==> src/design/gxb_pkg.sv <==
// gxb_pkg: shared types, codes and helpers of the gf2 xor basis insert block
// no dependencies; imported by every module of the block
`timescale 1ns / 1ps

package gxb_pkg;

  localparam int ROWS_PER_SAMPLE = 64;
  localparam int PIV_W           = 6;
  localparam int SMALL_BITS      = 4;
  localparam int QUEUE_DEPTH     = 2;

  localparam logic MODE_INSERT = 1'b0;
  localparam logic MODE_CLEAR  = 1'b1;

  typedef enum logic [1:0] {
    ST_STORED    = 2'd0,
    ST_DEPENDENT = 2'd1,
    ST_CONFLICT  = 2'd2,
    ST_CLEARED   = 2'd3
  } status_t;

  typedef enum logic [1:0] {
    CMD_REDUCE = 2'd0,
    CMD_CLEAR  = 2'd1,
    CMD_REPLY  = 2'd2
  } cmd_kind_t;

  typedef enum logic [1:0] {
    BK_SWEEP = 2'd0,
    BK_IDLE  = 2'd1,
    BK_RUN   = 2'd2
  } back_state_t;

  typedef struct packed {
    cmd_kind_t                 kind;
    status_t                   status;
    logic [SMALL_BITS-1:0]     residual;
    logic [PIV_W-1:0]          pivot;
  } cmd_ctl_t;

  function automatic logic [PIV_W-1:0] top_bit(input logic [63:0] v);
    logic [PIV_W-1:0] p;
    p = '0;
    for (int i = 0; i < 64; i++) begin
      if (v[i]) begin
        p = PIV_W'(i);
      end
    end
    return p;
  endfunction

endpackage

==> src/design/gxb_queue.sv <==
// gxb_queue: short command queue between the front and the back
// depends on gxb_pkg
`timescale 1ns / 1ps

module gxb_queue import gxb_pkg::*; #(
  parameter int W = 8
) (
  input  logic         clk,
  input  logic         rst_n,
  input  logic         push_valid,
  output logic         push_ready,
  input  logic [W-1:0] push_data,
  output logic         pop_valid,
  input  logic         pop_ready,
  output logic [W-1:0] pop_data
);

  localparam int PW = $clog2(QUEUE_DEPTH);
  localparam int CW = $clog2(QUEUE_DEPTH + 1);

  logic [W-1:0]  slot_r [QUEUE_DEPTH];
  logic [PW-1:0] wp_r, wp_nxt, rp_r, rp_nxt;
  logic [CW-1:0] cnt_r, cnt_nxt;
  logic          do_push, do_pop;

  assign push_ready = (cnt_r != CW'(QUEUE_DEPTH));
  assign pop_valid  = (cnt_r != '0);
  assign do_push    = push_valid && push_ready;
  assign do_pop     = pop_valid && pop_ready;
  assign pop_data   = slot_r[rp_r];

  always_comb begin
    wp_nxt  = wp_r;
    rp_nxt  = rp_r;
    cnt_nxt = cnt_r;
    if (do_push) begin
      wp_nxt = (wp_r == PW'(QUEUE_DEPTH - 1)) ? '0 : wp_r + 1'b1;
    end
    if (do_pop) begin
      rp_nxt = (rp_r == PW'(QUEUE_DEPTH - 1)) ? '0 : rp_r + 1'b1;
    end
    if (do_push && !do_pop) begin
      cnt_nxt = cnt_r + 1'b1;
    end else if (do_pop && !do_push) begin
      cnt_nxt = cnt_r - 1'b1;
    end
  end

  always_ff @(posedge clk) begin
    if (!rst_n) begin
      wp_r  <= '0;
      rp_r  <= '0;
      cnt_r <= '0;
    end else begin
      wp_r  <= wp_nxt;
      rp_r  <= rp_nxt;
      cnt_r <= cnt_nxt;
    end
  end

  always_ff @(posedge clk) begin
    if (do_push) begin
      slot_r[wp_r] <= push_data;
    end
  end

endmodule

==> config.mk <==
export PLATFORM = sky130hd
export DESIGN_NAME = gxb_queue
export DESIGN_NICKNAME = d
export VERILOG_FILES = /design/src/design/gxb_pkg.sv /design/src/design/gxb_queue.sv
export SDC_FILE = /design/constraint.sdc
export NUM_CORES = 1
export LEC_CHECK = 0
export BUFFER_PORTS_ARGS = -buffer_cell sky130_fd_sc_hd__buf_2
export CORE_MARGIN = 5
export CORE_UTILIZATION = 25
export DETAILED_ROUTE_END_ITERATION = 7
export GPL_TIMING_DRIVEN = 0
export PLACE_DENSITY = 0.49
export SKIP_LAST_GASP = 1
export SLEW_MARGIN = 25
export SYNTH_ARGS = -nofsm -noshare
export SYNTH_HDL_FRONTEND = slang
export SYNTH_SLANG_ARGS = --single-unit
==> constraint.sdc <==
create_clock -name clk -period 1.64 [get_ports clk]
set_clock_uncertainty 0.2 [all_clocks]
set_input_delay 0.164 -clock clk [delete_from_list [all_inputs] [get_ports clk]]
set_output_delay 0.164 -clock clk [all_outputs]
set_load 0.01 [all_outputs]
Word level (Yosys, flattened, before mapping) --
Memories as Yosys holds them, arrays and structs flattened. A register that Yosys moved wholly into a read port is not among the register bits. Index checks and enable logic that the tools add are counted.
Operators by class: $add $sub $neg 4, multipliers 0, equality and inequality tests 1, div/mod/pow operators 0, bitwise logic cells 0, order comparisons 0, multiplexer cells 8, shift operators 0, reductions and logical operators 8
Operators by type and width (count):
- two-way mux 1 bit | 6
- logical AND 1 bit | 4
- two-way mux 2 bit | 2
- nonzero test 2 bit | 2
- adder 1 bit, second input constant | 2
- adder 2 x 1 -> 2 bit, second input constant | 1
- zero test 1 bit | 2
- inequality test 2 bit, second input constant | 1
- subtractor 2 x 1 -> 2 bit, second input constant | 1
Word-level totals: RAM bits 16, bits in registers 4, input port bits 12, output and inout port bits 10, latch bits 0, word-level logic and storage cells 25, bits in read-only memories 0, memories 1
Memories:
- slot_r | depth 2, bits a word 8, rd ports 1, clocked after memory_dff 1, wr ports 1, RTL line gxb_queue.sv:21 | logic [W-1:0] slot_r [QUEUE_DEPTH];

Depth between registers and ports, before layout --
Gate-level depths: netlist of run 1.
depth after elaboration 6, mapped depth 6, mapped depth without buffers 6

Least setup slack after synthesis of run 1 --
Ideal clock, no wire load.
path kind register to register, from register cnt_r[0], to register cnt_r[1], period minus slack after synthesis 1.699 ns, buffers on the path 0, required time 1.370 ns, cell stages (with the launch flop) 6, arrival 1.429 ns, setup slack -0.059 ns, setup time 0.070 ns, cell sequence dfxtp_1 nand2b_4 and2_1 ha_1 or3_1 a21oi_1
On the way: longest elaborated chain between the ends 5, elaborated cells on any way between the ends 13, those cells by class add/sub: 2; eq/ne: 1; mux: 2; reduce/logical: 8
RTL lines:
- start, declared | RTL line gxb_queue.sv:23 | logic [CW-1:0] cnt_r, cnt_nxt;
- start signal, assigned | RTL line gxb_queue.sv:57 | cnt_r <= cnt_nxt;
- inequality test 2 bit * | RTL line gxb_queue.sv:26 | assign push_ready = (cnt_r != CW'(QUEUE_DEPTH));
- named net push_ready | RTL line gxb_queue.sv:11 | output logic push_ready,
- logical AND 1 bit * | RTL line gxb_queue.sv:28 | assign do_push = push_valid && push_ready;
- zero test 1 bit | RTL line gxb_queue.sv:44 | end else if (do_pop && !do_push) begin
- logical AND 1 bit | RTL line gxb_queue.sv:44
- nonzero test 2 bit (no line)
Mark *: on every way through the listed nets, which the timed path passes. The rest lies on a longest branch. The select of a mux whose other input is x is not followed. A chain may end at the register's enable or synchronous reset.

Worst setup path after layout of run 1 --
from register cnt_r[0], to register cnt_r[1]
On the way: longest elaborated chain between the ends 5, elaborated cells on any way between the ends 13, those cells by class add/sub: 2; eq/ne: 1; mux: 2; reduce/logical: 8
RTL lines:
- parallel branches: the longest is 5 deep, another holds subtractor 2 x 1 -> 2 bit
Several ways; the timed one is not identified. The select of a mux whose other input is x is not followed.

==> summary.md, run 1 <==
| Metric | Value |
|---|---|
| Layout cells sized above 1 | 0.534 |
| Synth async-reset ratio | 0 |
| Leakage | 0.493 nW |
| Setup TNS | -0.0355 ns |
| NumNets Final | 102 |
| Cell count along the critical path | 6 |
| Setup-failing EPs final | 1 |
| Slew Viols, Final | 0 |
| Mean area per synthesized cell | 16.2 µm² |
| CTS Buf Count | 3 |
| Clock buffer depth | 2 |
| Post-route cell area | 1220 µm² |
| Placer Congestion | 0.668 |
| H-tree depth | 1 |
| CP Buf/Inv Count | 0 |
| Synth Register Bits | 21 |
| CORE AREA | 3080 µm² |
| Status | finished, violations left |
| Io pins | 22 |
| Fill cell count | 312 |
| Post-Layout Cell Count | 132 |
| Crit-path slowest cell | dfxtp_4 |
| Mapped Cells | 50 |
| Post-Route WL | 1.51 mm |
| TritonCTS clock tree | done |
| First-pass detailed-route iteration total | 2 |
| Total gr overflow | 0 |
| Fmax | 597 MHz |
| Via-to-Cell Ratio | 3.82 |
| Antenna Cells | 0 |
| Clock-pin transition on the worst setup and hold timing paths | 0.12 ns |
| Root buffer cell | clkbuf_4 |
| Max-slew headroom | 0.779 |
| Inst Count DP | 115 |
| Pwr/cell area | 1370 nW/µm² |
| RSZ-0062 raised after global routing | yes |
| Synth area leader | edfxtp_1 |
| Most used DFF post-synth | edfxtp_1 |
| Critical R2R Launch | cnt_r[0] |
| Worst VDD drop | 0.646 mV |
| Final Total Pwr | 0.00167 W |
| Failing checks | negative setup slack |
| Critical path launch point | cnt_r[0] |
| Hpwl dp | 1.00 mm |
| Vias | 504 |
| Ranking of synthesized cells by area | edfxtp_1 (59%), dfxtp_1 (12%), mux2_2 (11%) |
| Register area share after synthesis | 0.717 |
| Vias in the first global route | 506 |
| Wire length of the first global-routing pass | 2.30 mm |
| Initial antenna violation count | 0 |
| Count of different cell masters after synthesis | 17 |
| CP Data Required Time | 1.67 ns |
| Die width | 66.9 µm |
| Crit path cell chain | nand2b_4 > and2_4 > ha_4 > xor2_1 > or3_1 > a21oi_2 |
| R2R depth | 6 |
| Place WS | -0.0525 ns |
| Rows | 20 |
| TritonCTS Sinks | 21 |
| Met1 Usage GRT | 0.0927 |
| Crit end category | register |
| Fin crit period | 1.68 ns |
| Final hold vios | 0 |
| Fin worst setup slack | -0.0355 ns |
| Starting Density | 0.263 |
| ANT nets after route | 0 |
| Total GRT Usage | 0.0690 |
| DR iter-0 viols | 6 |
| Synth warn | 0 |
| Global routing usage on met3 | 0.0152 |
| Type of the worst min-delay path | in -> reg |
| Die area | 4480 µm² |
| Crit path kind | reg -> reg |
| Hold path depth | 4 |
| Clk_lat worst skew | 0.29 ns |
| Post-synth EDFFs | 16 |
| Placed cell areas | 983 µm² |
| Critical path's top delay family | simple AND/OR/NAND/NOR gates |
| Flop-to-flop setup slack | -0.04 ns |
| Worst slew pin tran | 0.331 ns |
| CP max FO | 4 |
| Arrival time of the worst setup path | 1.70 ns |
| Max-cap violation count | 0 |
| Pin count of the biggest net entering global routing | 12 |
| CP startpoint kind | register |
| Die Ht | 66.9 µm |
| Crit-path max cell delay | 0.37 ns |
| Net Count, Synth | 63 |
| DR DRC count | 0 |
| Top cell type's share of synthesized area | 0.594 |
| Met2 Use GR | 0.113 |
| Top Usage Layer GRT | met2 |
| WL per Instance | 11.4 µm |
| Critical Path Sink | cnt_r[1] |
| Layout area overhead | 50.7% |
| Synthesized area | 810 µm² |
| Commonest non-fill, non-tap cells in the layout | buf_2 (16), edfxtp_1 (16), dlygate4sd3_1 (10), mux2_4 (8), buf_6 (5) |
| Reg2reg end | cnt_r[1] |
| Port bufs | 21 |
| Fin crit share | 1.02 |
[repair_timing]
item | 4_1_cts | 5_1_grt
hold buffers | 10 | 0
pin swaps | 1 | 0
setup buffers | 3 | 0
setup endpoints to repair | 9 | 13
endpoints found under the hold margin | 21 | 0
gates resized for setup | 6 | 17
[flip-flops by register name (all words and copies together), names as in the netlist, named ones only]
register,flops
slot_r,16
cnt_r,2
rp_r,1
wp_r,1
[area by class of cell]
cell class              instances  area (µm²)  share of cell area
clock buffers                   4        26.3              0.0215
plain buffers                   1        15.0              0.0123
repair buffers                 34         259               0.212
well taps                      44        55.1              0.0451
multi-input cells              26         270               0.222
flip-flops and latches         21         587               0.481
inverters                       2        7.51             0.00615
[worst min-delay path by stage]
stage                            start           end  slack, ns
after global placement    push_data[2]  slot_r[0][2]       0.15
after floorplan           push_data[0]  slot_r[0][0]       0.06
after global routing         pop_ready      register       0.09
after CTS                    pop_ready          rp_r       0.06
after detailed placement  push_data[5]  slot_r[0][5]       0.16
final                        pop_ready          rp_r       0.05
[cell families (layout without fill, tap and decap cells)]
logic type,count (synthesis),in the layout,synth area share
DFF,21,21,0.717
and+or+nand+nor,9,9,0.0711
AOI/OAI and AO/OA,5,5,0.0371
adders and majority gates,1,1,0.0155
xor gates and xnor gates,3,3,0.0325
buffers and inverters,3,41,0.0155
muxes,8,8,0.111
[worst register-to-register path, cell delays in order (launching register included)]
cell and delay (ns):
dfxtp_4 0.37, nand2b_4 0.14, and2_4 0.16, ha_4 0.15, xor2_1 0.14, or3_1 0.33, a21oi_2 0.13
[cell usage after synthesis, types with 2 or more instances]
cell and instances:
a21oi_1 2, dfxtp_1 5, edfxtp_1 16, inv_1 2, mux2_2 8, nor2_1 3
o21ai_0 2, xor2_1 3
[layer usage]
metal / up-vias / share of wire
met5: - / 0
met4: 0 / 0
met3: 0 / 0.052
met2: 14 / 0.47
met1: 232 / 0.48
li1: 258 / -
[metrics by stage]
stage	util	hold WS, ns
after CTS	0.373	0.0610
final	0.396	0.0529
after global placement	0.320	0.154
after floorplan	-	0.0629
after global routing	0.396	0.0921
after detailed placement	0.320	0.156
[power breakdown]
group / total [W] / internal (W) / switching, W / leakage (nW)
registers: 0.000735 / 0.000686 / 0.0000498 / 0.192
logic: 0.000684 / 0.000400 / 0.000284 / 0.286
clock network: 0.000247 / 0.0000945 / 0.000152 / 0.0150
total: 0.00167 / 0.00118 / 0.000486 / 0.493
Note: power is estimated with default switching activity, not from simulation.
==> inputs of run 2 (changes only) <==
--- a/config.mk
+++ b/config.mk
@@ -10,7 +10,7 @@
 export CORE_UTILIZATION = 25
 export DETAILED_ROUTE_END_ITERATION = 7
 export GPL_TIMING_DRIVEN = 0
-export PLACE_DENSITY = 0.49
+export PLACE_DENSITY = 0.47
 export SKIP_LAST_GASP = 1
 export SLEW_MARGIN = 25
 export SYNTH_ARGS = -nofsm -noshare
==> constraint.sdc (replaced) <==
create_clock -name clk -period 1.63 [get_ports clk]
set_clock_uncertainty 0.2 [all_clocks]
set_input_delay 0.163 -clock clk [delete_from_list [all_inputs] [get_ports clk]]
set_output_delay 0.163 -clock clk [all_outputs]
set_load 0.01 [all_outputs]
==> summary.md, run 2 (same netlist as run 1, synthesis figures left out) <==
| Metric | Value |
|---|---|
| Pwr/cell area | 1380 nW/µm² (was 1370 nW/µm²) |
| Vias in the first global route | 497 (was 506) |
| Crit path cell chain | nand2b_4 > and2_4 > ha_4 > xor2_1 > or3_1 > a21oi_1 (was nand2b_4 > and2_4 > ha_4 > xor2_1 > or3_1 > a21oi_2) |
| Root buffer cell | clkbuf_4 (unchanged) |
| Max-cap violation count | 0 (unchanged) |
| Total gr overflow | 0 (unchanged) |
| H-tree depth | 1 (unchanged) |
| TritonCTS Sinks | 21 (unchanged) |
| WL per Instance | 11.3 µm (was 11.4 µm) |
| Pin count of the biggest net entering global routing | 13 (was 12) |
| Fill cell count | 305 (was 312) |
| Crit-path slowest cell | dfxtp_4 (unchanged) |
| Post-Route WL | 1.48 mm (was 1.51 mm) |
| Worst VDD drop | 0.766 mV (was 0.646 mV) |
| Leakage | 0.500 nW (was 0.493 nW) |
| Biggest register | slot_r (unchanged) |
| Slew Viols, Final | 0 (unchanged) |
| Die width | 66.9 µm (unchanged) |
| Arrival time of the worst setup path | 1.64 ns (was 1.70 ns) |
| Most common cell after layout, fill and taps aside | edfxtp_1 |
| Commonest non-fill, non-tap cells in the layout | edfxtp_1 (16), buf_2 (12), dlygate4sd3_1 (10), buf_6 (9), mux2_4 (8) (was buf_2 (16), edfxtp_1 (16), dlygate4sd3_1 (10), mux2_4 (8), buf_6 (5)) |
| Worst slew pin tran | 0.380 ns (was 0.331 ns) |
| Crit end category | register (unchanged) |
| TritonCTS clock tree | done (unchanged) |
| Fin crit share | 0.988 (was 1.02) |
| DR DRC count | 0 (unchanged) |
| Rows | 20 (unchanged) |
| Wire length of the first global-routing pass | 2.24 mm (was 2.30 mm) |
| CTS Buf Count | 3 (unchanged) |
| Total GRT Usage | 0.0692 (was 0.0690) |
| Clk_lat worst skew | 0.30 ns (was 0.29 ns) |
| Final hold vios | 0 (unchanged) |
| Clock-pin transition on the worst setup and hold timing paths | 0.11 ns (was 0.12 ns) |
| Hpwl dp | 1.02 mm (was 1.00 mm) |
| CP Data Required Time | 1.66 ns (was 1.67 ns) |
| DR iter-0 viols | 16 (was 6) |
| Antenna Cells | 0 (unchanged) |
| CORE AREA | 3080 µm² (unchanged) |
| First-pass detailed-route iteration total | 4 (was 2) |
| Biggest regs | slot_r x16, cnt_r x2 (unchanged) |
| Layout area overhead | 52.7% (was 50.7%) |
| Fmax | 621 MHz (was 597 MHz) |
| Initial antenna violation count | 0 (unchanged) |
| Crit-path max cell delay | 0.37 ns (about the same) |
| CP startpoint kind | register (unchanged) |
| ANT nets after route | 0 (unchanged) |
| CP max FO | 3 (was 4) |
| Largest register FFs | 16 (unchanged) |
| Crit path kind | reg -> reg (unchanged) |
| Type of the worst min-delay path | in -> reg (unchanged) |
| Setup TNS | 0 ns (was -0.0355 ns) |
| Die area | 4480 µm² (unchanged) |
| Layout cells sized above 1 | 0.517 (was 0.534) |
| Placer Congestion | 0.666 (was 0.668) |
| Via-to-Cell Ratio | 3.89 (was 3.82) |
| Fin crit period | 1.61 ns (was 1.68 ns) |
| Max-slew headroom | 0.746 (was 0.779) |
| Io pins | 22 (unchanged) |
| Die Ht | 66.9 µm (unchanged) |
| Setup-failing EPs final | 0 (was 1) |
| RSZ-0062 raised after global routing | yes (unchanged) |
| NumNets Final | 101 (was 102) |
| Starting Density | 0.263 (unchanged) |
| Status | finished, final reports clean (was finished, violations left) |
| Final Total Pwr | 0.00171 W (was 0.00167 W) |
| Port bufs | 21 (unchanged) |
| Vias | 509 (was 504) |
| Clock buffer depth | 2 (unchanged) |
==> run 2: area by class of cell <==
class	instances	area (µm²)	area share
Buffer	1	15.0	0.0121
Clock buffer	3	22.5	0.0182
Clock inverter	1	5.00	0.00405
Inverter	2	7.51	0.00607
Multi-Input combinational cell	26	268	0.217
Sequential cell	21	587	0.475
Tap cell	44	55.1	0.0445
Timing Repair Buffer	33	277	0.224
==> run 2: what timing repair did <==
item                       in CTS  in global routing
setup buffers                   2                  0
hold endpoints to repair       21                  0
hold buffers                   10                  0
setup endpoints to repair       9                 10
pin swaps                       2                  0
gates resized for setup         6                 19
==> run 2: worst paths after layout <==
| kind | startpoint | end | slack [ns] | depth (start not counted) |
|---|---|---|---|---|
| max | cnt_r[0] | cnt_r[1] | 0.02 | 6 |
| min | pop_ready | rp_r | 0.05 | 4 |
| max reg2reg | cnt_r[0] | cnt_r[1] | 0.02 | 6 |
| min reg2reg | rp_r | rp_r | 0.33 | 2 |
==> run 2: through the flow <==
step	instance area, µm²	setup WS (ns)	std cells	hold WS, ns	util
6_report	1240	0.0196	131	0.0514	0.402
2_1_floorplan	826	0.0205	50	0.0619	-
5_1_grt	1240	-0.0190	131	0.0691	0.402
3_5_place_dp	986	-0.0643	115	0.155	0.320
3_3_place_gp	986	-0.0497	115	0.153	0.320
4_1_cts	1140	-0.00183	131	0.0449	0.372
==> run 2: routing by layer <==
metal | vias to the layer above | wire (µm) | GRT usage
met2 | 17 | 713 | 0.123
met5 | - | 0 | 0
met3 | 0 | 129 | 0.0405
li1 | 257 | - | -
met4 | 0 | 0 | 0.00759
met1 | 235 | 632 | 0.0726
==> run 2: worst max-delay path, delay by kind of cell, from the launching register on <==
family	cells	cell delay, ns
flops	1	0.37
xor+xnor	1	0.14
simple gates	3	0.57
fa+ha+maj	1	0.15
compound gates	1	0.12
==> run 2: power breakdown <==
part           internal [W]  total [W]  leakage, nW  switching, W
sequential         0.000690   0.000742        0.192     0.0000519
combinational      0.000442   0.000725        0.290      0.000284
clock             0.0000914   0.000243       0.0177      0.000152
==> inputs of run 3 (changes only) <==
--- a/config.mk
+++ b/config.mk
@@ -6,7 +6,7 @@
 export NUM_CORES = 1
 export LEC_CHECK = 0
 export BUFFER_PORTS_ARGS = -buffer_cell sky130_fd_sc_hd__buf_2
-export CORE_MARGIN = 5
+export CORE_MARGIN = 10
 export CORE_UTILIZATION = 25
 export DETAILED_ROUTE_END_ITERATION = 7
 export GPL_TIMING_DRIVEN = 0
==> constraint.sdc (replaced) <==
create_clock -name clk -period 1.8 [get_ports clk]
set_clock_uncertainty 0.2 [all_clocks]
set_input_delay 0.27 -clock clk [delete_from_list [all_inputs] [get_ports clk]]
set_output_delay 0.27 -clock clk [all_outputs]
set_load 0.01 [all_outputs]
==> summary.md, run 3 (same netlist as run 1, synthesis figures left out) <==
| Metric | Value |
|---|---|
| Status | finished, final reports clean (unchanged) |
| Biggest regs | slot_r x16, cnt_r x2 (unchanged) |
| Wire length of the first global-routing pass | 2.47 mm (was 2.24 mm) |
| Pin count of the biggest net entering global routing | 12 (was 13) |
| Rows | 20 (unchanged) |
| CP startpoint kind | register (unchanged) |
| Critical path launch point | cnt_r[0] (unchanged) |
| Post-Layout Cell Count | 127 (was 131) |
| RSZ-0062 raised after global routing | no (was yes) |
| Post-route cell area | 1100 µm² (was 1240 µm²) |
| TritonCTS clock tree | done (unchanged) |
| Initial antenna violation count | 0 (unchanged) |
| Met1 Usage GRT | 0.0541 (was 0.0726) |
| Combinational power share | 0.342 (was 0.424) |
| Commonest non-fill, non-tap cells in the layout | buf_2 (21), edfxtp_1 (16), mux2_2 (8), dlygate4sd3_1 (8) (was edfxtp_1 (16), buf_2 (12), dlygate4sd3_1 (10), buf_6 (9), mux2_4 (8)) |
| Hpwl dp | 1.09 mm (was 1.02 mm) |
| Fill cell count | 319 (was 305) |
| Leakage | 0.428 nW (was 0.500 nW) |
| DR DRC count | 0 (unchanged) |
| Crit path kind | reg -> reg (unchanged) |
| Critical R2R Launch | cnt_r[0] (unchanged) |
| Setup-failing EPs final | 0 (unchanged) |
| Hold Path Origin | rst_n (was pop_ready) |
| Post-Route WL | 1.53 mm (was 1.48 mm) |
| Die width | 76.9 µm (was 66.9 µm) |
| Die Ht | 76.9 µm (was 66.9 µm) |
| Most common cell after layout, fill and taps aside | buf_2 (was edfxtp_1) |
| Type of the worst min-delay path | in -> reg (unchanged) |
| Clk_lat worst skew | 0.30 ns (about the same) |
| Crit-path max cell delay | 0.38 ns (was 0.37 ns) |
| H-tree depth | 1 (unchanged) |
| Final hold vios | 0 (unchanged) |
| First-pass detailed-route iteration total | 2 (was 4) |
| Fmax | 581 MHz (was 621 MHz) |
| CTS Buf Count | 3 (unchanged) |
| Root buffer cell | clkbuf_4 (unchanged) |
| Max-slew headroom | 0.735 (was 0.746) |
| Biggest register | slot_r (unchanged) |
| Worst VDD drop | 0.406 mV (was 0.766 mV) |
| NetSw | 0.000402 W (was 0.000487 W) |
| Crit end category | register (unchanged) |
| Total GRT Usage | 0.0528 (was 0.0692) |
| Vias | 501 (was 509) |
| Placer Congestion | 0.649 (was 0.666) |
| Global routing usage on met3 | 0.0291 (was 0.0405) |
| Multi-input combinational cell area | 229 µm² (was 268 µm²) |
| Layout area overhead | 35.9% (was 52.7%) |
| Via-to-Cell Ratio | 3.94 (was 3.89) |
| Antenna Cells | 0 (unchanged) |
| Io pins | 22 (unchanged) |
| TritonCTS Sinks | 21 (unchanged) |
| Fin crit period | 1.72 ns (was 1.61 ns) |
| DR iter-0 viols | 14 (was 16) |
| FF+latch area | 586 µm² (was 587 µm²) |
| Seq pwr share | 0.493 (was 0.434) |
| Clock-pin transition on the worst setup and hold timing paths | 0.12 ns (was 0.11 ns) |
| WL per Instance | 12.1 µm (was 11.3 µm) |
| CP Buf/Inv Count | 0 (unchanged) |
| Crit path cell chain | nand2b_4 > and2_1 > ha_4 > xor2_1 > or3_1 > a21oi_1 (was nand2b_4 > and2_4 > ha_4 > xor2_1 > or3_1 > a21oi_1) |
| Vias in the first global route | 546 (was 497) |
| Largest register FFs | 16 (unchanged) |
| ANT nets after route | 0 (unchanged) |
| Internal power | 0.000952 W (was 0.00122 W) |
| Total gr overflow | 0 (unchanged) |
| Pwr/cell area | 1230 nW/µm² (was 1380 nW/µm²) |
| Final Total Pwr | 0.00135 W (was 0.00171 W) |
| Slew Viols, Final | 0 (unchanged) |
| Clock network power share | 0.165 (was 0.142) |
| NumNets Final | 97 (was 101) |
| Final Util | 0.357 (was 0.402) |
| CP max FO | 5 (was 3) |
| Starting Density | 0.263 (unchanged) |
| Sw frac | 0.297 (was 0.285) |
| Fin crit share | 0.956 (was 0.988) |
| Placed cell areas | 970 µm² (was 986 µm²) |
| Layout cells sized above 1 | 0.470 (was 0.517) |
| Met2 Use GR | 0.0843 (was 0.123) |
| Arrival time of the worst setup path | 1.76 ns (was 1.64 ns) |
| Worst slew pin tran | 0.397 ns (was 0.380 ns) |
| Setup Fix Bufs, Post-CTS | 0 (was 2) |
| Top Usage Layer GRT | met2 (unchanged) |
| Critical path's top delay family | simple AND/OR/NAND/NOR gates (unchanged) |
| Port bufs | 21 (unchanged) |
| Crit-path slowest cell | dfxtp_4 (unchanged) |
| Clock buffer depth | 2 (unchanged) |
| Max-cap violation count | 0 (unchanged) |
| Inst Count DP | 115 (unchanged) |
| CORE AREA | 3080 µm² (unchanged) |
| Die area | 5910 µm² (was 4480 µm²) |
| CP Data Required Time | 1.84 ns (was 1.66 ns) |
==> run 3: cell types whose count changed in the layout (fill, tap and decap cells not counted), moves of 2 or more <==
| cell | previous run | this run |
|---|---|---|
| mux2_2 | 0 | 8 |
| dlygate4sd3_1 | 10 | 8 |
| buf_6 | 9 | 1 |
| buf_4 | 2 | 0 |
| buf_2 | 12 | 21 |
| mux2_4 | 8 | 0 |
==> run 3: final cells by class <==
class / instances / share of cell area
clock buffers: 4 / 0.0239
flip-flops and latches: 21 / 0.532
plain buffers: 1 / 0.0102
repair buffers: 29 / 0.168
multi-input cells: 26 / 0.208
inverters: 2 / 0.00683
well taps: 44 / 0.0501
==> run 3: worst reg2reg max path, delay by kind of cell (launching register included) <==
| kind | cells | cell delay [ns] |
|---|---|---|
| AO/OA/AOI/OAI | 1 | 0.15 |
| XOR/XNOR | 1 | 0.14 |
| adder cells (fa/ha/maj) | 1 | 0.16 |
| flip-flops | 1 | 0.38 |
| AND/OR/NAND/NOR | 3 | 0.64 |
==> run 3: power by group through the flow <==
| stage | Sequential [W] | Clock (W) | Combinational [W] |
|---|---|---|---|
| 4_1_cts | 0.000659 | 0.000228 | 0.000454 |
| 6_report | 0.000668 | 0.000224 | 0.000463 |
| 5_1_grt | 0.000679 | 0.000248 | 0.000522 |
| 2_1_floorplan | 0.000658 | 0 | 0.000295 |
| 3_3_place_gp | 0.000665 | 0 | 0.000424 |
| 3_5_place_dp | 0.000670 | 0 | 0.000432 |
==> run 3: timing repair <==
action                                 in CTS  in global routing
setup endpoints to repair                   9                  6
gates resized for setup                     2                  5
endpoints found under the hold margin      16                  0
hold buffers                                8                  0
==> run 3: layer usage <==
metal	routed length, µm	share of wire
met1	663	0.43
met2	718	0.47
met3	135	0.088
met4	14	0.0091
met5	0	0
==> run 3: metrics by stage <==
stage,hold slack [ns],setup TNS [ns],setup WS (ns)
floorplan,0.169,0,0.101
global placement,0.260,0,0.0411
detailed placement,0.263,-0.0274,-0.0274
CTS,0.0505,-0.0194,-0.0194
global route,0.0762,0,0.00605
finish,0.0562,0,0.0792
==> run 3: path summary, 6_finish.rpt <==
| path | slack [ns] | end | cells past startpoint |
|---|---|---|---|
| worst min-delay path | 0.06 | register | 3 |
| worst min register to register | 0.32 | register | 2 |
| worst max register to register | 0.08 | cnt_r[1] | 6 |
| worst max-delay path | 0.08 | cnt_r[1] | 6 |
