$ cat src/design/gxb_pkg.sv
// gxb_pkg: shared types, codes and helpers of the gf2 xor basis insert block
// no dependencies; imported by every module of the block
`timescale 1ns / 1ps

package gxb_pkg;

  localparam int ROWS_PER_SAMPLE = 64;
  localparam int PIV_W           = 6;
  localparam int SMALL_BITS      = 4;
  localparam int QUEUE_DEPTH     = 2;

  localparam logic MODE_INSERT = 1'b0;
  localparam logic MODE_CLEAR  = 1'b1;

  typedef enum logic [1:0] {
    ST_STORED    = 2'd0,
    ST_DEPENDENT = 2'd1,
    ST_CONFLICT  = 2'd2,
    ST_CLEARED   = 2'd3
  } status_t;

  typedef enum logic [1:0] {
    CMD_REDUCE = 2'd0,
    CMD_CLEAR  = 2'd1,
    CMD_REPLY  = 2'd2
  } cmd_kind_t;

  typedef enum logic [1:0] {
    BK_SWEEP = 2'd0,
    BK_IDLE  = 2'd1,
    BK_RUN   = 2'd2
  } back_state_t;

  typedef struct packed {
    cmd_kind_t                 kind;
    status_t                   status;
    logic [SMALL_BITS-1:0]     residual;
    logic [PIV_W-1:0]          pivot;
  } cmd_ctl_t;

  function automatic logic [PIV_W-1:0] top_bit(input logic [63:0] v);
    logic [PIV_W-1:0] p;
    p = '0;
    for (int i = 0; i < 64; i++) begin
      if (v[i]) begin
        p = PIV_W'(i);
      end
    end
    return p;
  endfunction

endpackage

$ cat src/design/gxb_front.sv
// gxb_front: accepts input words, classifies them and holds one command
// depends on gxb_pkg
`timescale 1ns / 1ps

module gxb_front import gxb_pkg::*; #(
  parameter int SAMPLES   = 64,
  parameter int ROW_WIDTH = 64,
  parameter int SAW       = 6
) (
  input  logic                 clk,
  input  logic                 rst_n,
  input  logic                 init_done,
  input  logic                 in_valid,
  output logic                 in_ready,
  input  logic                 in_mode,
  input  logic [5:0]           in_sample,
  input  logic [63:0]          in_vector,
  input  logic [5:0]           in_row_to_clear,
  output logic                 push_valid,
  input  logic                 push_ready,
  output cmd_ctl_t             push_ctl,
  output logic [SAW-1:0]       push_sample,
  output logic [ROW_WIDTH-1:0] push_vector
);

  localparam int SXW = (SAW > 6) ? SAW : 6;

  logic                 fr_v_r, fr_v_nxt;
  cmd_ctl_t             fr_ctl_r, ctl_nxt;
  logic [SAW-1:0]       fr_samp_r;
  logic [ROW_WIDTH-1:0] fr_vec_r;

  logic                 sample_ok, row_ok, low_vec, accept;
  logic [ROW_WIDTH-1:0] vec_m;
  logic [SXW-1:0]       sample_x;

  assign vec_m     = in_vector[ROW_WIDTH-1:0];
  assign sample_x  = SXW'(in_sample);
  assign sample_ok = (32'(in_sample) < 32'(SAMPLES));
  assign row_ok    = (32'(in_row_to_clear) < 32'(ROW_WIDTH));
  assign low_vec   = (vec_m[ROW_WIDTH-1:SMALL_BITS] == '0);

  assign in_ready = init_done && (!fr_v_r || push_ready);
  assign accept   = in_valid && in_ready;

  always_comb begin
    ctl_nxt.kind     = CMD_REPLY;
    ctl_nxt.status   = ST_CLEARED;
    ctl_nxt.residual = '0;
    ctl_nxt.pivot    = '0;
    if (in_mode == MODE_CLEAR) begin
      ctl_nxt.pivot = in_row_to_clear;
      if (sample_ok && row_ok) begin
        ctl_nxt.kind = CMD_CLEAR;
      end
    end else if (!sample_ok) begin
      ctl_nxt.status = ST_CONFLICT;
    end else if (low_vec) begin
      ctl_nxt.status   = (vec_m == '0) ? ST_DEPENDENT : ST_CONFLICT;
      ctl_nxt.residual = vec_m[SMALL_BITS-1:0];
    end else begin
      ctl_nxt.kind  = CMD_REDUCE;
      ctl_nxt.pivot = top_bit(64'(vec_m));
    end
  end

  always_comb begin
    fr_v_nxt = fr_v_r;
    if (accept) begin
      fr_v_nxt = 1'b1;
    end else if (push_ready) begin
      fr_v_nxt = 1'b0;
    end
  end

  always_ff @(posedge clk) begin
    if (!rst_n) begin
      fr_v_r <= 1'b0;
    end else begin
      fr_v_r <= fr_v_nxt;
    end
  end

  always_ff @(posedge clk) begin
    if (accept) begin
      fr_ctl_r  <= ctl_nxt;
      fr_samp_r <= sample_x[SAW-1:0];
      fr_vec_r  <= vec_m;
    end
  end

  assign push_valid  = fr_v_r;
  assign push_ctl    = fr_ctl_r;
  assign push_sample = fr_samp_r;
  assign push_vector = fr_vec_r;

endmodule

$ cat config.mk
export PLATFORM = sky130hd
export DESIGN_NAME = gxb_front
export DESIGN_NICKNAME = d
export VERILOG_FILES = /design/src/design/gxb_pkg.sv /design/src/design/gxb_front.sv
export SDC_FILE = /design/constraint.sdc
export NUM_CORES = 1
export LEC_CHECK = 0
export ABC_AREA = 0
export BUFFER_PORTS_ARGS = -buffer_cell sky130_fd_sc_hd__buf_2
export CORE_MARGIN = 8
export CORE_UTILIZATION = 35
export CTS_BUF_LIST = sky130_fd_sc_hd__clkbuf_8 sky130_fd_sc_hd__clkbuf_16
export CTS_CLUSTER_SIZE = 20
export DETAILED_ROUTE_END_ITERATION = 10
export SLEW_MARGIN = 20
export SYNTH_ARGS = -nofsm -noshare
export SYNTH_HDL_FRONTEND = slang
export SYNTH_SLANG_ARGS = --single-unit
$ cat constraint.sdc
create_clock -name clk -period 2.9 [get_ports clk]
set_input_delay 0.145 -clock clk [delete_from_list [all_inputs] [get_ports clk]]
set_output_delay 0.145 -clock clk [all_outputs]
set_load 0.005 [all_outputs]
Yosys cells after proc, flatten, opt, wreduce, memory -nomap -nowiden --
Index checks and enable logic that the tools add are counted.
Operators by class: multiplexer cells 69, bitwise gates (word level) 1, reductions and logical operators 8
Operators by type and width (number):
- 2-to-1 mux 6 bit | 64
- logical NOT 64 bit | 1
- logical NOT 60 bit | 1
- 2-to-1 mux 2 bit | 2
- 2-to-1 mux 1 bit | 3
- logical AND 1 bit | 2
- nonzero test 2 bit | 1
- OR reduction 2 bit | 1
- logical NOT 1 bit | 1
- logical OR 1 bit | 1
- NOT 1 bit | 1
Storage, ports and cells: register bits after elaboration 85, input port bits 82, output and inout bits 86, logic and storage cells 85

Logic depth before layout (Yosys ltp) --
Gate-level depths: netlist (run 1).
depth after elaboration 65, mapped depth 6, gate-level depth less buffers 6

Worst setup path after synthesis (run 1) --
Ideal clock, no wire load.
kind reg2reg, start point reg fr_v_r (netlist: push_valid), end point reg fr_ctl_r, in the netlist push_ctl[0] (enable), setup time 0.438 ns, arrival 2.225 ns, data required time 2.462 ns, setup slack 0.237 ns, stages on the path, launching flop included 5, buffers on the path 0, clock period less this slack 2.663 ns, path through dfxtp_1 -> nand2b_1 -> and2_1 -> nand2_1 -> inv_1
On the way: longest elaborated chain between the ends 4
RTL lines:
- from (decl) | RTL line gxb_front.sv:28 | logic fr_v_r, fr_v_nxt;
- from (signal assigned) | RTL line gxb_front.sv:80 | fr_v_r <= fr_v_nxt;
- logical NOT 1 bit | RTL line gxb_front.sv:43 | assign in_ready = init_done && (!fr_v_r || push_ready);
- logical OR 1 bit | RTL line gxb_front.sv:43
- logical AND 1 bit | RTL line gxb_front.sv:43
- named net in_ready | RTL line gxb_front.sv:14 | output logic in_ready,
- logical AND 1 bit | RTL line gxb_front.sv:44 | assign accept = in_valid && in_ready;
- named net accept | RTL line gxb_front.sv:33 | logic sample_ok, row_ok, low_vec, accept;
- to (signal assigned) | RTL line gxb_front.sv:86 | fr_ctl_r <= ctl_nxt;
- to (decl) | RTL line gxb_front.sv:29 | cmd_ctl_t fr_ctl_r, ctl_nxt;
The timed path passes the listed nets, and every way through them passes these cells. A chain may end at the register's enable or synchronous reset.

==> results by stage, run 1 <==
Drt:
- The number of routed nets with antenna violations is 0.
- The routed length per instance is 17.6 um.
- Dividing the detail-routed via count by the number of cells gives 4.92.
- For this block, the via count after detailed routing is 2822.
- The number of search-and-repair iterations in the first detailed-routing pass is 4.
- The number of DRC violations after detailed routing is 0.
- The first routing iteration left 155 violations.
- The wire length after detailed routing is 10100 um.

Floorplan:
- The count of boundary I/O pins is 168.
- The die area is 13700 um^2.
- Measured along the y axis, the die boundary spans 117 um.
- The standard cell core area is 10100 um^2.
- For this configuration, the core starts out at a cell density of 0.353.
- The width of the die is 117 um.
- After floorplanning, the core was divided into 37 placement rows.

Flow run:
- The number of max-capacitance violations reported is 0.

Synth:
- For this run, the number of Yosys warnings is 0.
- The synthesized design spends more area on one cell type than any other, namely sky130_fd_sc_hd__edfxtp_1.
- The xor-xnor portion of the synthesized cell area is 0.
- After synthesis, the largest family of logic cells by area is simple AND/OR/NAND/NOR gates.
- The cell area after technology mapping is 3570 um^2.
- The synthesized netlist cell count is 246.
- Of the post-synthesis cell area, the dominant cell type holds 0.706.
- In the post-synthesis netlist, the biggest area contributors are sky130_fd_sc_hd__edfxtp_1 (71%), sky130_fd_sc_hd__nor4_2 (3.2%), sky130_fd_sc_hd__a21oi_1 (2.5%).
- The fraction of the mapped netlist area in adder cells is 0.
- The fraction of the yosys area taken by sequential cells is 0.711.
- The synthesized design contains 85 register bits.
- The average instance in the mapped netlist occupies 14.5 um^2.
- The most used flip-flop cell after synthesis is sky130_fd_sc_hd__edfxtp_1.
- The portion of synthesized area spent on multiplexers is 0.
- The post-synth net total is 328.
- The number of distinct library cell variants in the gate-level netlist after synthesis is 41.
- The synthesized design contains 84 enable-type register cells.
- The share of flip-flops with an asynchronous set or reset is 0.
- The post-synthesis compound-gate area fraction is 0.109.
- Of the total synthesized cell area, the portion taken by AND, OR, NAND and NOR gates is 0.162.

Pwr:
- The leakage power is 1.93 nW.
- In this run the power density over the cells is 536 nW/um^2.
- The maximum vdd ir drop is 0.320 mV.
- After layout, the design draws a total of 2.63 mW.

Final layout:
- Of the cells placed in the final design, the portion with a size suffix greater than 1 is 0.467.
- The number of fill cells in the layout is 947.
- The final-stage net count is 514.
- The number of standard cells in the final layout excluding fillers is 573.
- The final design area excluding fillers is 4900 um^2.
- At the end of the flow the core is filled with cells to 0.483.
- The area growth from synthesis to layout is 37.1%.
- The antenna cell count is 0.

Placement:
- At the placement stage, the worst setup path has a slack of 0.810 ns.
- The number of input and output port buffers inserted is 167.
- The placed instances occupy a cell area of 4600 um^2.
- Summed over all nets, the half-perimeter wirelength after detailed placement is 7870 um.
- Including well taps, the total number of placed cells is 549.
- The global placer's final weighted congestion is 0.738.

STA:
- The worst-case headroom to the max-slew limit is 0.611.
- For the pin with the worst max-slew slack, the measured transition is 0.579 ns.
- The count of endpoints failing hold in the final timing report is 0.
- The highest attainable clock frequency is 465 MHz.
- Hold timing on the final database bottoms out at a slack of 0.0228 ns.
- Setup repair after global routing left no endpoint under its margin.
- The worst setup slack after layout is 0.751 ns.
- The final count of pins violating max slew is 0.
- Across the routed clock network, the largest skew measured is 0.00621 ns.
- Of the available clock period, the critical path in the final layout requires 0.741.
- The clock period minus final worst setup slack is 2.15 ns.
- In the final timing run, aggregate negative setup slack is 0 ns.
- The total setup violations reported at the end of the flow is 0.

Clocking:
- The clock tree buffer depth is 2.
- The clock reaches the later pin of the worst-skew pair after 0.35 ns.
- Buffers inserted during clock tree synthesis total 9.
- The clock net in this run drives a total of 85 sinks.
- The H-tree generated during clock tree synthesis spans 3 levels.
- TritonCTS built the clock tree.
- After clock tree synthesis, the repair step resized 0 gates.
- The clock transition at the register clock pins on the worst setup and hold paths after CTS is 0.08 ns.
- In this run the clock root is driven by a sky130_fd_sc_hd__clkbuf_8.

Critical path:
- In this run the worst path has a maximum fanout of 6.
- The worst setup path is captured at a register.
- The category of the most critical setup path is in2reg.
- The arrival time reported for the critical path endpoint is 2.25 ns.
- The worst setup path is launched from an input pin.
- For the worst setup path, the data required time is 3.00 ns.

GRT:
- The met1 global-route usage is 0.169.
- The met2 routing resource usage after global routing is 0.234.
- The global routing stage identified its most utilized layer as met2.
- The via count of the first global-routing pass is 2825.
- The largest net degree at the start of global routing is 85.
- The aggregate global routing overflow is 0.
- The met3 global-route usage is 0.0600.
- The first global-routing pass estimated 14800 um of wire.
- The number of antenna violations at the first check in global routing is 2.
- The total routing resource utilization after global routing is 0.145.

Min path:
- The kind of path behind the tightest hold check is in2reg.

Outcome:
- The flow ran to the end, and the final reports show no timing, DRC or antenna violations.
==> layout by cell type (no fill, tap or decap), drive strengths merged, types with 2 or more instances in the layout <==
cell and n:
buf 168, edfxtp 84, nor2 23, nor4 21, a21oi 18, inv 15, nor3 14, clkbuf 9
o21ai 9, dlygate4sd3 8, nand2 6, nand3 6, o31ai 5, nand4 5, o31a 4, and3 4
clkinv 4, nand2b 3, o211ai 3, a31oi 3, nor2b 2, a21boi 2, o2111ai 2, o21a 2
a211oi 2, bufinv 2, and2 2, o41ai 2, o311ai 2, a22oi 2
==> per-layer routing <==
layer / part of all wire / wire length, um
met1: 0.40 / 4060
met2: 0.48 / 4830
met3: 0.10 / 1030
met4: 0.013 / 136
met5: 0.0027 / 27
==> worst max-delay path: stages <==
cell	delay, ns
sky130_fd_sc_hd__dlygate4sd3_1	0.54
sky130_fd_sc_hd__buf_2	0.14
sky130_fd_sc_hd__nor4_1	0.42
sky130_fd_sc_hd__nand4_1	0.24
sky130_fd_sc_hd__nor4_4	0.46
sky130_fd_sc_hd__nor2_2	0.09
sky130_fd_sc_hd__a22oi_2	0.12
sky130_fd_sc_hd__o21ai_1	0.09
==> final cells by class <==
| cell class | instances | area (um^2) | share of cell area |
|---|---|---|---|
| clock buffers | 9 | 124 | 0.0253 |
| clock inverters | 7 | 98.8 | 0.0202 |
| inverters | 15 | 57.6 | 0.0117 |
| multi-input cells | 145 | 971 | 0.198 |
| flip-flops and latches | 85 | 2540 | 0.519 |
| well taps | 136 | 170 | 0.0347 |
| repair buffers | 176 | 936 | 0.191 |
==> synthesized netlist by cell type (2+ instances only) <==
| master | n |
|---|---|
| sky130_fd_sc_hd__edfxtp_1 | 84 |
| sky130_fd_sc_hd__nor2_1 | 22 |
| sky130_fd_sc_hd__a21oi_1 | 18 |
| sky130_fd_sc_hd__inv_1 | 15 |
| sky130_fd_sc_hd__nor3_1 | 14 |
| sky130_fd_sc_hd__nor4_1 | 9 |
| sky130_fd_sc_hd__nor4_2 | 9 |
| sky130_fd_sc_hd__nand2_1 | 6 |
| sky130_fd_sc_hd__o21ai_0 | 6 |
| sky130_fd_sc_hd__nand3_1 | 5 |
| sky130_fd_sc_hd__o31ai_1 | 5 |
| sky130_fd_sc_hd__and3_1 | 4 |
| sky130_fd_sc_hd__o31a_1 | 4 |
| sky130_fd_sc_hd__a31oi_1 | 3 |
| sky130_fd_sc_hd__nand2b_1 | 3 |
| sky130_fd_sc_hd__nand4_1 | 3 |
| sky130_fd_sc_hd__nor4_4 | 3 |
| sky130_fd_sc_hd__o211ai_1 | 3 |
| sky130_fd_sc_hd__o21ai_1 | 3 |
| sky130_fd_sc_hd__a211oi_1 | 2 |
| sky130_fd_sc_hd__a21boi_0 | 2 |
| sky130_fd_sc_hd__nor2b_1 | 2 |
| sky130_fd_sc_hd__o2111ai_1 | 2 |
| sky130_fd_sc_hd__o21a_1 | 2 |
==> flip-flops by register name, summed over array words and instances, names as in the netlist <==
register     cells
push_sample      6
push_valid       1
push_vector     64
push_ctl        14
==> power by group <==
part           internal, mW  switching (mW)  leakage (nW)
combinational         0.111           0.161          1.03
sequential             1.41          0.0112         0.789
clock                 0.490           0.442         0.110
total                  2.01           0.614          1.93
==> path summary, 6_finish.rpt <==
check	end	from	slack, ns	depth (start not counted)
worst max-delay path	push_ctl[0]	in_vector[17]	0.75	8
worst max register to register	push_ctl[13]	push_valid	1.48	5
worst min register to register	push_valid	push_valid	0.50	2
worst min-delay path	push_vector[20]	in_vector[20]	0.02	1
==> cells by family (layout without fill, tap and decap cells) <==
family | Yosys count | after routing
simple gates | 87 | 87
flops | 85 | 85
compound gates | 58 | 58
buf+inv | 16 | 207
==> repair_timing <==
action | in CTS | in global routing
endpoints found under the hold margin | 8 | 0
setup buffers | 0 | 0
hold buffers | 8 | 0
No activity file was read; power rests on OpenSTA's default activity.
==> run 2, diff against run 1 <==
==> constraint.sdc (replaced) <==
create_clock -name clk -period 2.24 [get_ports clk]
set_input_delay 0.112 -clock clk [delete_from_list [all_inputs] [get_ports clk]]
set_output_delay 0.112 -clock clk [all_outputs]
set_load 0.005 [all_outputs]
==> results by stage, run 2 (synthesized netlist as in run 1, its figures left out) <==
STA:
- The worst slack on hold paths is 0.0191 ns (-0.00371 ns).
- The setup skew after layout is 0.00764 ns (+0.00143 ns).
- The period utilization is 0.936.
- The final count of pins violating max slew is 0 (unchanged).
- The total setup violations reported at the end of the flow was 0 (unchanged).
- The transition time of the tightest slew-check pin is 0.485 ns (-0.0935 ns).
- Subtracting the final worst setup slack from the clock period gives 2.10 ns.
- The worst setup slack after layout was 0.143 ns (-0.608 ns).
- The worst-case headroom to the max-slew limit is 0.672 (+0.0614).
- The aggregate negative setup slack is 0 ns (unchanged).
- The highest attainable clock frequency is 477 MHz.
- The count of endpoints failing hold in the final timing report is 0 (unchanged).
- Setup repair after global routing left no endpoint under its margin.

Pwr:
- The maximum vdd ir drop came to 0.266 mV (-17%).
- The power density relative to cell area is 596 nW/um^2 (+11%).
- The leakage power is 2.08 nW (+8.1%).
- The power after layout is 3.16 mW (+20%).

Floorplan:
- The number of rows in the core area is 37 (unchanged).
- The width of the die is 117 um (unchanged).
- The die area is 13700 um^2 (unchanged).
- The standard cell core area is 10100 um^2 (unchanged).
- The vertical die dimension is 117 um (unchanged).
- The count of boundary I/O pins is 168 (unchanged).
- The initial core utilization is 0.353 (unchanged).

Drt:
- The number of DRC violations after detailed-routing iteration 0 is 98 (-37%).
- The via total after detailed routing is 2945 (+4.4%).
- The number of routed nets with antenna violations is 0 (unchanged).
- The routed length per instance is 16.8 um (-4.5%).
- The wire length after detailed routing is 10400 um (+2.7%).
- The number of search-and-repair iterations in the first detailed-routing pass is 4 (unchanged).
- The number of DRC violations after detailed routing came to 0 (unchanged).
- The mean number of vias per cell is 4.78 (-2.9%).

Final layout:
- The library cell used most frequently in the layout, excluding fill and tap cells, is sky130_fd_sc_hd__buf_2.
- The final-stage net count was 557 (+8.4%).
- The number of fill cells in the layout is 887 (-6.3%).
- The area growth from synthesis to layout is 48.2%.
- The final design area excluding fillers came to 5300 um^2 (+8.1%).
- The antenna cell count is 0 (unchanged).
- The fraction of layout cells with a size suffix above 1 is 0.429 (-0.0377).
- The number of flip-flops under the largest register name is 64 (unchanged).
- In the layout the commonest cells are sky130_fd_sc_hd__buf_2 (167), sky130_fd_sc_hd__edfxtp_1 (84), sky130_fd_sc_hd__dlygate4sd3_1 (49).

Placement:
- The instance area after placement is 4620 um^2 (+0.49%).
- The placed wire-length estimate is 7800 um (-0.84%).
- The global placer's final weighted congestion is 0.749 (+1.4%).
- The pre-CTS setup slack is 0.261 ns (-0.550 ns).
- The number of input and output port buffers inserted is 167 (unchanged).

GRT:
- The via count of the first global-routing pass was 3102 (+9.8%).
- The wire length of the first global-routing pass was 15600 um (+5.7%).
- The total routing resource utilization after global routing came to 0.152 (+0.00722).
- The number of antenna violations at the first check in global routing is 1 (-1).
- The largest net degree at the start of global routing was 85 (unchanged).
- The aggregate global routing overflow is 0 (unchanged).

Clocking:
- The clock tree buffer depth came to 2 (unchanged).
- The number of clock sinks was 85 (unchanged).
- The total clock buffers created by CTS is 9 (unchanged).
- The latest clock arrival within the worst-skew pair is 0.35 ns (about the same).
- The clock transition at the register clock pins on the worst setup and hold paths after CTS was 0.08 ns (about the same).
- The setup fix buffers added after clock tree synthesis came to 0 (unchanged).
- The cell at the root of the clock tree is sky130_fd_sc_hd__clkbuf_8.
- The number of H-tree levels was 3 (unchanged).
- TritonCTS built the clock tree.

Critical path:
- The required time at the worst-slack endpoint was 2.33 ns (-0.67 ns).
- The register-to-register setup slack came to 0.78 ns (-0.70 ns).
- The category of the most critical setup path is in2reg.
- The destination of the worst register-to-register timing path is push_vector[53].
- The arrival time reported for the critical path endpoint was 2.19 ns (-0.06 ns).
- The number of cells on the worst reg-to-reg path is 5 (unchanged).
- The maximum fanout along the worst path is 6 (unchanged).
- In this run the critical register-to-register path is launched from push_valid.
- The nature of the critical path startpoint is an input pin.
- The critical path endpoint category is a register.

Min path:
- The hold path depth is 1 (unchanged).
- The tightest min-delay check is of the in2reg type.
- The endpoint with the worst hold slack is push_vector[2].
- The launch instance of the worst min-delay path is in_vector[2].

Flow run:
- The number of max-capacitance violations reported is 0 (unchanged).

Outcome:
- The flow ran to the end, and the final reports show no timing, DRC or antenna violations.
run 2: cell count changes in the layout (fill, tap and decap cells not counted), sizes merged:
cell,previous run,this run
dlygate4sd3,8,49
buf,168,170
bufinv,2,0
clkinvlp,1,3
clkinv,4,3
inv,15,16
run 2: area by class of cell:
| class | instances | area [um^2] | area share |
|---|---|---|---|
| Clock buffer | 9 | 124 | 0.0234 |
| Clock inverter | 7 | 35.0 | 0.00661 |
| Inverter | 15 | 60.1 | 0.0113 |
| Multi-Input combinational cell | 145 | 1010 | 0.190 |
| Sequential cell | 85 | 2540 | 0.480 |
| Tap cell | 136 | 170 | 0.0321 |
| Timing Repair Buffer | 219 | 1360 | 0.257 |
run 2: timing repair:
item	in CTS	in global routing
gates resized for setup	0	4
setup endpoints to repair	0	4
hold buffers	49	0
endpoints found under the hold margin	49	0
run 2: how the worst max path moves through the flow:
stage	from	endpoint	slack, ns	cells after the start
finish	in_vector[48]	push_ctl[1]	0.14	8
global route	in_vector[29]	push_ctl[1]	0.03	8
CTS	in_vector[61]	push_ctl[1]	0.07	8
detailed placement	in_vector[61]	push_ctl[1]	0.26	7
global placement	in_vector[61]	push_ctl[11]	0.33	6
floorplan	push_valid	push_ctl[0]	0.008	4
run 2: layer usage:
layer,track usage,vias up,share of wire
li1,-,1444,-
met1,0.182,1378,0.42
met2,0.249,109,0.47
met3,0.0508,12,0.097
met4,0.0597,2,0.013
met5,0,-,0.00077
run 2: power by group:
| group | internal (mW) | switching, mW |
|---|---|---|
| logic | 0.194 | 0.223 |
| clock network | 0.385 | 0.517 |
| registers | 1.83 | 0.0143 |
| total | 2.41 | 0.755 |
run 2: stage by stage:
step           std cells   util
2_1_floorplan        246      -
3_3_place_gp         551  0.456
3_5_place_dp         551  0.456
4_1_cts              616  0.520
5_1_grt              616  0.523
6_report             616  0.523
run 2: critical path, cell delays in order:
cell and delay, ns:
sky130_fd_sc_hd__dlygate4sd3_1 0.53, sky130_fd_sc_hd__buf_2 0.15, sky130_fd_sc_hd__nor4_2 0.39, sky130_fd_sc_hd__nand4_2 0.21
sky130_fd_sc_hd__nor4_4 0.49, sky130_fd_sc_hd__nor2_2 0.09, sky130_fd_sc_hd__a22oi_1 0.15, sky130_fd_sc_hd__a31oi_1 0.05
==> run 3, diff against run 2 <==
--- a/config.mk
+++ b/config.mk
@@ -6,12 +6,12 @@
 export NUM_CORES = 1
 export LEC_CHECK = 0
 export ABC_AREA = 0
-export BUFFER_PORTS_ARGS = -buffer_cell sky130_fd_sc_hd__buf_2
 export CORE_MARGIN = 8
 export CORE_UTILIZATION = 35
 export CTS_BUF_LIST = sky130_fd_sc_hd__clkbuf_8 sky130_fd_sc_hd__clkbuf_16
 export CTS_CLUSTER_SIZE = 20
 export DETAILED_ROUTE_END_ITERATION = 10
+export DONT_BUFFER_PORTS = 1
 export SLEW_MARGIN = 20
 export SYNTH_ARGS = -nofsm -noshare
 export SYNTH_HDL_FRONTEND = slang
==> results by stage, run 3 (synthesized netlist as in run 1, its figures left out) <==
Outcome:
- The flow ran to the end, and the final reports show no timing, DRC or antenna violations.

GRT:
- The total routing resource utilization after global routing came to 0.156 (+0.00345).
- The number of antenna violations at the first check in global routing is 1 (unchanged).
- The via count of the first global-routing pass is 2599 (-16%).
- The largest net degree at the start of global routing is 85 (unchanged).
- The aggregate global routing overflow was 0 (unchanged).
- The wire length of the first global-routing pass came to 15200 um (-2.4%).

Clocking:
- The clock transition at the register clock pins on the worst setup and hold paths after CTS is 0.08 ns (about the same).
- The total clock buffers created by CTS was 9 (unchanged).
- Clock tree synthesis selected as its root buffer the cell sky130_fd_sc_hd__clkbuf_8.
- The number of H-tree levels was 3 (unchanged).
- The count of cells resized by post-cts repair is 0 (unchanged).
- The clock tree buffer depth is 2 (unchanged).
- TritonCTS built the clock tree.
- The number of clock sinks came to 85 (unchanged).
- The latest clock arrival within the worst-skew pair is 0.37 ns (+0.02 ns).
- The hold buffer count at CTS is 77 (+57%).
- The setup fix buffers added after clock tree synthesis is 0 (unchanged).

STA:
- The highest attainable clock frequency is 593 MHz (+24%).
- The worst-case headroom to the max-slew limit came to 0.669 (-0.00338).
- The final count of pins violating max slew is 0 (unchanged).
- The setup skew after layout came to 0.0108 ns (+0.00320 ns).
- The aggregate negative setup slack came to 0 ns (unchanged).
- The count of endpoints failing hold in the final timing report is 0 (unchanged).
- The total setup violations reported at the end of the flow is 0 (unchanged).
- The transition time of the tightest slew-check pin was 0.492 ns (+0.00713 ns).
- Setup repair after global routing left no endpoint under its margin.
- The clock period minus final worst setup slack was 1.69 ns (-0.410 ns).
- The period utilization is 0.753 (-0.183).

Floorplan:
- The number of rows in the core area is 37 (unchanged).
- The vertical die dimension was 117 um (unchanged).
- The standard cell core area was 10100 um^2 (unchanged).
- The die area was 13700 um^2 (unchanged).
- The count of boundary I/O pins came to 168 (unchanged).
- The width of the die was 117 um (unchanged).
- The initial core utilization came to 0.353 (unchanged).

Critical path:
- The arrival time reported for the critical path endpoint is 1.91 ns (-0.28 ns).
- The nature of the critical path startpoint is an input pin.
- The category of the most critical setup path is in2reg.
- The maximum fanout along the worst path was 4 (-2).
- The required time at the worst-slack endpoint is 2.46 ns (+0.13 ns).
- The worst setup path is captured at a register.

Placement:
- The placed wire-length estimate was 7180 um (-7.9%).
- The global placer's final weighted congestion came to 0.745 (-0.47%).
- The number of input and output port buffers inserted was 0 (-100%).

Drt:
- The number of routed nets with antenna violations is 0 (unchanged).
- The via total after detailed routing is 2490 (-15%).
- The routed length per instance is 21.9 um (+30%).
- The number of DRC violations after detailed-routing iteration 0 is 173 (+77%).
- The number of DRC violations after detailed routing is 0 (unchanged).
- The wire length after detailed routing is 10400 um (+0.76%).
- The mean number of vias per cell came to 5.23 (+9.4%).
- The number of search-and-repair iterations in the first detailed-routing pass came to 4 (unchanged).

Min path:
- The kind of path behind the tightest hold check is in2reg.

Pwr:
- The maximum vdd ir drop came to 0.298 mV (+12%).
- The leakage power is 1.58 nW (-24%).
- The power density relative to cell area is 707 nW/um^2 (+19%).

Final layout:
- The number of flip-flops under the largest register name was 64 (unchanged).
- Leaving out fill and tap cells, the most frequent cell in the layout is sky130_fd_sc_hd__edfxtp_1.
- The utilization after layout is 0.471 (-0.0515).
- In the layout the commonest cells are sky130_fd_sc_hd__edfxtp_1 (84), sky130_fd_sc_hd__dlygate4sd3_1 (77), sky130_fd_sc_hd__nor2_1 (22).
- Relative to the synthesized area, the layout overhead comes to 33.6%.
- The antenna cell count was 0 (unchanged).
- The final-stage net count was 417 (-25%).
- The fraction of layout cells with a size suffix above 1 was 0.109 (-0.320).

Flow run:
- The number of max-capacitance violations reported is 0 (unchanged).
[run 3: cell count changes in the layout (fill, tap and decap cells not counted), moves of 2 or more]
cell,delta
sky130_fd_sc_hd__nor4_1,+2
sky130_fd_sc_hd__clkinvlp_4,-2
sky130_fd_sc_hd__buf_2,-167
sky130_fd_sc_hd__bufinv_16,+3
sky130_fd_sc_hd__dlygate4sd3_1,+28
sky130_fd_sc_hd__nor4_4,-2
[run 3: worst paths after layout]
| kind | from | end | slack, ns | depth (start not counted) |
|---|---|---|---|---|
| max | in_vector[3] | push_ctl[1] | 0.55 | 7 |
| min | in_mode | push_ctl[4] | 0.03 | 2 |
| max reg2reg | push_valid | push_vector[8] | 0.72 | 5 |
| min reg2reg | push_valid | push_valid | 1.11 | 3 |
[run 3: cell type report]
class / instances / area [um^2]
Sequential cell: 85 / 2540
Clock inverter: 7 / 106
Multi-Input combinational cell: 145 / 976
Timing Repair Buffer: 79 / 798
Clock buffer: 9 / 124
Fill cell: 884 / 5360
Tap cell: 136 / 170
Inverter: 15 / 60.1
[run 3: where the power goes]
| group | internal [mW] | switching (mW) | total (mW) |
|---|---|---|---|
| Clock | 0.727 | 0.541 | 1.27 |
| Combinational | 0.137 | 0.104 | 0.240 |
| Sequential | 1.83 | 0.0388 | 1.87 |
| Total | 2.69 | 0.684 | 3.38 |
[run 3: stage by stage]
stage	hold WS (ns)	setup WS (ns)	power (mW)	instances	cell area, um^2
2_1_floorplan	0.211	0.00763	1.99	246	3580
3_3_place_gp	0.211	0.474	2.03	383	3780
3_5_place_dp	0.211	0.447	2.03	383	3780
4_1_cts	0.00695	0.548	3.41	476	4780
5_1_grt	0.0145	0.443	3.50	476	4780
6_report	0.0253	0.552	3.38	476	4780
[run 3: per-layer routing]
metal	vias up	wire length (um)	GRT usage
met4	2	146	0.0666
met2	105	5110	0.252
li1	1174	-	-
met5	-	11	0
met1	1198	4130	0.177
met3	11	1040	0.0652
[run 3: worst max-delay path: stages]
cell,delay (ns)
sky130_fd_sc_hd__dlygate4sd3_1,0.63
sky130_fd_sc_hd__nor2_1,0.10
sky130_fd_sc_hd__o31ai_1,0.23
sky130_fd_sc_hd__o311ai_0,0.23
sky130_fd_sc_hd__a31oi_1,0.29
sky130_fd_sc_hd__o2111ai_1,0.15
sky130_fd_sc_hd__a31oi_1,0.16
